<file path="src/rtl/czs_pkg.sv">
// shared types and constants for the column z-score standardizer
package czs_pkg;

    localparam int CNT_W = 7;
    localparam int SUM_W = 30;
    localparam int SQ_W  = 54;
    localparam int X_W   = 24;

    typedef enum logic [3:0] {
        ST_IDLE,
        ST_MUL,
        ST_VAR,
        ST_SHIFT,
        ST_SQRT,
        ST_READ,
        ST_PROD,
        ST_NUM,
        ST_DIV,
        ST_OUT
    } t_state;

    // column summary handed from the loader to the emitter
    typedef struct packed {
        logic [CNT_W-1:0]        cnt;
        logic [CNT_W-1:0]        n;
        logic signed [SUM_W-1:0] sum;
        logic [SQ_W-1:0]         sq;
    } t_col;

endpackage

</file>
<file path="src/rtl/czs_front.sv">
// loader: accepts samples, fills the sample store and keeps the column sums
module czs_front import czs_pkg::*; #(
    parameter int DEPTH = 64
) (
    input  logic                    i_clk,
    input  logic                    i_rst_n,
    input  logic                    i_start,
    input  logic signed [X_W-1:0]   i_sample,
    input  logic                    i_missing,
    input  logic                    i_last,
    input  logic                    i_back_busy,
    input  logic                    i_take,
    input  logic [$clog2(DEPTH)-1:0] i_rd_addr,
    output logic [X_W:0]            o_rd_data,
    output t_col                    o_col,
    output logic                    o_col_valid,
    output logic                    o_busy
);
    localparam int AW = $clog2(DEPTH);

    logic [X_W:0]            r_mem [DEPTH];
    logic [CNT_W-1:0]        r_cnt;
    logic [CNT_W-1:0]        r_n;
    logic signed [SUM_W-1:0] r_sum;
    logic [SQ_W-1:0]         r_sq;
    logic                    r_full;
    logic                    w_acc;
    logic                    w_end;
    logic signed [2*X_W-1:0] w_sqr;

    assign o_busy = r_full | i_back_busy;
    assign w_acc  = i_start & ~o_busy;
    assign w_end  = i_last | (r_cnt == CNT_W'(DEPTH - 1));
    assign w_sqr  = i_sample * i_sample;

    // sample store, one write per transfer, registered read for the emitter
    always_ff @(posedge i_clk) begin
        if (w_acc) begin
            r_mem[r_cnt[AW-1:0]] <= {i_missing, i_sample};
        end
        o_rd_data <= r_mem[i_rd_addr];
    end

    // counts and running sums, cleared when the emitter takes the column
    always_ff @(posedge i_clk) begin
        if (!i_rst_n) begin
            r_cnt  <= '0;
            r_n    <= '0;
            r_sum  <= '0;
            r_sq   <= '0;
            r_full <= 1'b0;
        end else if (i_take) begin
            r_cnt  <= '0;
            r_n    <= '0;
            r_sum  <= '0;
            r_sq   <= '0;
            r_full <= 1'b0;
        end else if (w_acc) begin
            r_cnt <= r_cnt + CNT_W'(1);
            if (!i_missing) begin
                r_n   <= r_n + CNT_W'(1);
                r_sum <= r_sum + SUM_W'(i_sample);
                r_sq  <= r_sq + SQ_W'($unsigned(w_sqr));
            end
            r_full <= w_end;
        end
    end

    assign o_col_valid = r_full;
    assign o_col.cnt   = r_cnt;
    assign o_col.n     = r_n;
    assign o_col.sum   = r_sum;
    assign o_col.sq    = r_sq;

endmodule

</file>
<file path="config.mk">
export PLATFORM = sky130hd
export DESIGN_NAME = czs_front
export DESIGN_NICKNAME = d
export VERILOG_FILES = /design/src/rtl/czs_pkg.sv /design/src/rtl/czs_front.sv
export SDC_FILE = /design/constraint.sdc
export NUM_CORES = 2
export LEC_CHECK = 0
export ABC_AREA = 1
export BUFFER_PORTS_ARGS = -buffer_cell sky130_fd_sc_hd__buf_4
export CORE_MARGIN = 2
export CORE_UTILIZATION = 35
export CTS_BUF_LIST = sky130_fd_sc_hd__clkbuf_4 sky130_fd_sc_hd__clkbuf_8 sky130_fd_sc_hd__clkbuf_16
export DETAILED_ROUTE_END_ITERATION = 8
export HOLD_SLACK_MARGIN = 0.12
export SKIP_LAST_GASP = 1
export SLEW_MARGIN = 25
export SYNTH_ARGS = -nofsm -noshare
export SYNTH_HDL_FRONTEND = slang
export SYNTH_SLANG_ARGS = --single-unit
</file>
<file path="constraint.sdc">
create_clock -name i_clk -period 11.4 [get_ports i_clk]
set_clock_uncertainty 0.2 [all_clocks]
set_input_delay 0.57 -clock i_clk [delete_from_list [all_inputs] [get_ports i_clk]]
set_output_delay 0.57 -clock i_clk [all_outputs]
set_load 0.03 [all_outputs]
</file>
==> impl_metrics.toml <==
[outcome]
status = "finished, final reports clean"

[drt]
vias_cell = 5.30
routed_wirelength_um = 286000
wl_per_cell_um = 22.7
route.top_layer_used = "met5"
detail-route-antenna-nets = 0
dr.first_iter.drc_count = 7296
drt-met1-wl_um = 121000
met2RoutedLength_um = 134000
wl_met3_um = 22300
dr_total_vias = 66700
drc_errors = 0
drt-pass1-iter-count = 6

[synthesis]
synthSimpleGateAreaFrac_pct = 11.8
syn_nets = 9678
synth_adder_area_share_pct = 14.9
synth.yosys.seq_area_share_pct = 54.1
post_synthesis_cell_type_count = 41
synthMuxAreaShare_pct = 0
synth_cells = 8860
synth_compound_area_share_pct = 11.1
synth-xor-area-share_pct = 0.732
dominant_combinational_cell_family_by_area_after_synthesis = "adder cells"
postSynthAreaPerCell_um2 = 10.5
postSynthRegisterBits = 1724
yosys_warnings = 0
synth.cell_area_mm2 = 0.0934

[setup_path]
rr_worst_depth = 9
setup.worst_path.end_class = "flop"
cp-start-kind = "input port"
crit_top_cell = "fa_1"
worstPathMaxFanout = 42
crit_type = "in -> reg"
worst_ep_required_time_ns = 11.94
crit_path_max_incr_delay_ns = 0.89
critical-path-slowest-cell = "fa_1"
critPathArrivalTime_ns = 10.02

[floorplan]
placementRows = 189
die_h_um = 521
floorplan.die.width_um = 521
boundaryPins = 162
core_ar_mm2 = 0.265
die-area_mm2 = 0.271
start_util_pct = 35.2

[grt]
maximum_number_of_pins_on_one_net_before_global_route_repair = 172
overflow = 0
global_route_wire_length_before_repair_um = 427000
grt_pass1_vias = 66400
grt_usage_pct = 20.8
grt_antenna_before_repair = 10

[worst_hold_path]
worst_hold_path.num_cells = 1
hold_path_class = "in -> reg"

[cells_and_area]
fraction_of_layout_cells_with_a_size_suffix_above_1_pct = 7.26
area_delta_synth_final_pct = 11.8
layout.nets = 9731

[clocking]
post_cts.repair.setup_buffers = 0
clock_latency_late_sink_ns = 0.85
cts.clk_slew.worst_paths_ns = 0.06
cts_buffer_depth = 3
htreeDepth = 4
numClockSinks = 1724
cts-buffers-inserted = 173
clock_tree.root_cell = "clkbuf_16"
tritoncts = "built"

[sta]
report.final.slew_viol_count = 0
worstMarginPinSlew_ns = 1.10
timing.setup.tns_ns = 0
setup_viol = 0
worst_rel_slew_slack_pct = 26.6
final_hold_viol_count = 0
rsz_0062_raised_after_global_routing = "no"
max_clock_freq_mhz = 106
layout_worst_path_cycle_share_pct = 83.1
period_minus_slack_ns = 9.48

[place]
portBuffers = 161
routabilityCongestion = 0.939
dp_hpwl_um = 179000

[flow_run]
max-cap-violations = 0
[routing by layer]
layer / track usage, % / vias to the layer above
li1: - / 30000
met1: 28.8 / 33500
met2: 33.9 / 2743
met3: 2.89 / 402
met4: 6.45 / 2
met5: 0 / -
[flip-flops by register name (all words and copies together), names as in the netlist]
register	count
r_sum	30
r_mem	1600
r_n	7
o_rd_data	25
o_col_valid	1
r_sq	54
r_cnt	7
[critical path: cells and delay by family]
| kind | cells | cell delay [ns] |
|---|---|---|
| buffers and inverters | 6 | 1.72 |
| adder cells (fa/ha/maj) | 9 | 4.89 |
| AND/OR/NAND/NOR | 17 | 2.75 |
[Yosys cell counts]
cell	instances	share of area, %
edfxtp_1	1600	51
inv_1	1321	5.3
nand2_1	1219	4.9
nor2_1	1131	4.5
o21ai_0	892	4.8
fa_1	556	12
nand3_1	321	1.7
clkbuf_1	294	1.2
o22ai_1	250	1.7
ha_1	225	3.0
o211ai_1	180	1.4
o221ai_1	152	1.4
a21oi_1	133	0.71
dfxtp_1	124	2.7
buf_2	95	0.51
xor2_1	58	0.54
o21bai_1	52	0.42
nand4_1	41	0.27
o21ai_1	36	0.19
nor3_1	35	0.19
o21a_1	34	0.27
xnor2_1	20	0.19
buf_4	14	0.11
a21o_1	13	0.10
buf_1	13	0.052
clkbuf_2	10	0.054
buf_6	8	0.096
a31oi_1	6	0.040
and3_1	5	0.033
nor4_1	4	0.027
or2_2	4	0.027
a31o_2	2	0.019
inv_2	2	0.0080
nand3b_1	2	0.016
o21ai_2	2	0.019
a21boi_0	1	0.0080
a22oi_1	1	0.0080
and2_1	1	0.0067
inv_6	1	0.0094
nor2_4	1	0.012
nor3_2	1	0.011
[timing repair]
item / in CTS / in global routing
setup endpoints to repair: 0 / 0
gates resized for setup: 0 / 0
hold buffers: 16 / 0
endpoints found under the hold margin: 145 / 0
[cells by family (layout without fill, tap and decap cells)]
kind of cell             count (synthesis)  in the layout
AND/OR/NAND/NOR                       2765           2765
other                                    0              5
adder cells (fa/ha/maj)                781            781
XOR/XNOR                                78             78
flip-flops                            1724           1724
AO/OA/AOI/OAI                         1754           1754
buffers and inverters                 1758           1950
[placed cells by master, fill, tap and decap left out, types with 34 or more instances in the layout]
cell and count:
o221ai_1 152, o21ai_1 36, o21bai_1 52, xor2_1 58, ha_1 225, edfxtp_1 1600, a21oi_1 133, o21ai_0 892
clkbuf_16 174, nor3_1 34, buf_4 287, nor2_2 63, clkbuf_4 37, o21a_1 34, fa_1 556, nand2_1 1219
o211ai_1 180, nand3_1 321, nand4_1 41, dfxtp_1 124, nor2_1 1067, inv_1 1319, o22ai_1 250
[worst paths after layout]
check	start	to	slack (ns)
hold reg to reg	o_col_valid	o_col_valid	0.27
hold / removal	i_sample[9]	r_mem[7][9]	0.16
setup reg to reg	o_col_valid	r_mem[58][22]	7.39
setup / recovery	i_sample[23]	r_sq[49]	1.92
[stage by stage]
| step | cells | setup WS (ns) | utilization, % | hold slack, ns | area, µm² |
|---|---|---|---|---|---|
| 6_report | 12600 | 1.92 | 39.3 | 0.162 | 104000 |
| 5_1_grt | 12600 | 1.26 | 39.3 | 0.170 | 104000 |
| 4_1_cts | 12600 | 1.89 | 39.3 | 0.127 | 104000 |
| 3_5_place_dp | 12300 | 1.64 | 37.1 | 0.264 | 98400 |
| 3_3_place_gp | 12300 | 1.61 | 37.1 | 0.258 | 98400 |
| 2_1_floorplan | 8860 | 3.21 | - | 0.385 | 93400 |
[final cells by class]
class                      instances  area (µm²)
fill                           25600      161000
sequential                      1724       50500
multi-input combinational       5378       36200
inverter                        1324        5010
clock buffer                     221        4770
tap                             3533        4420
timing repair buffer             312        2480
clock inverter                    93         993
antenna                            5        12.5
Power is left out: the tool's default activity adds up to more than one toggle a clock period on the data nets, which glitch-free logic cannot reach.
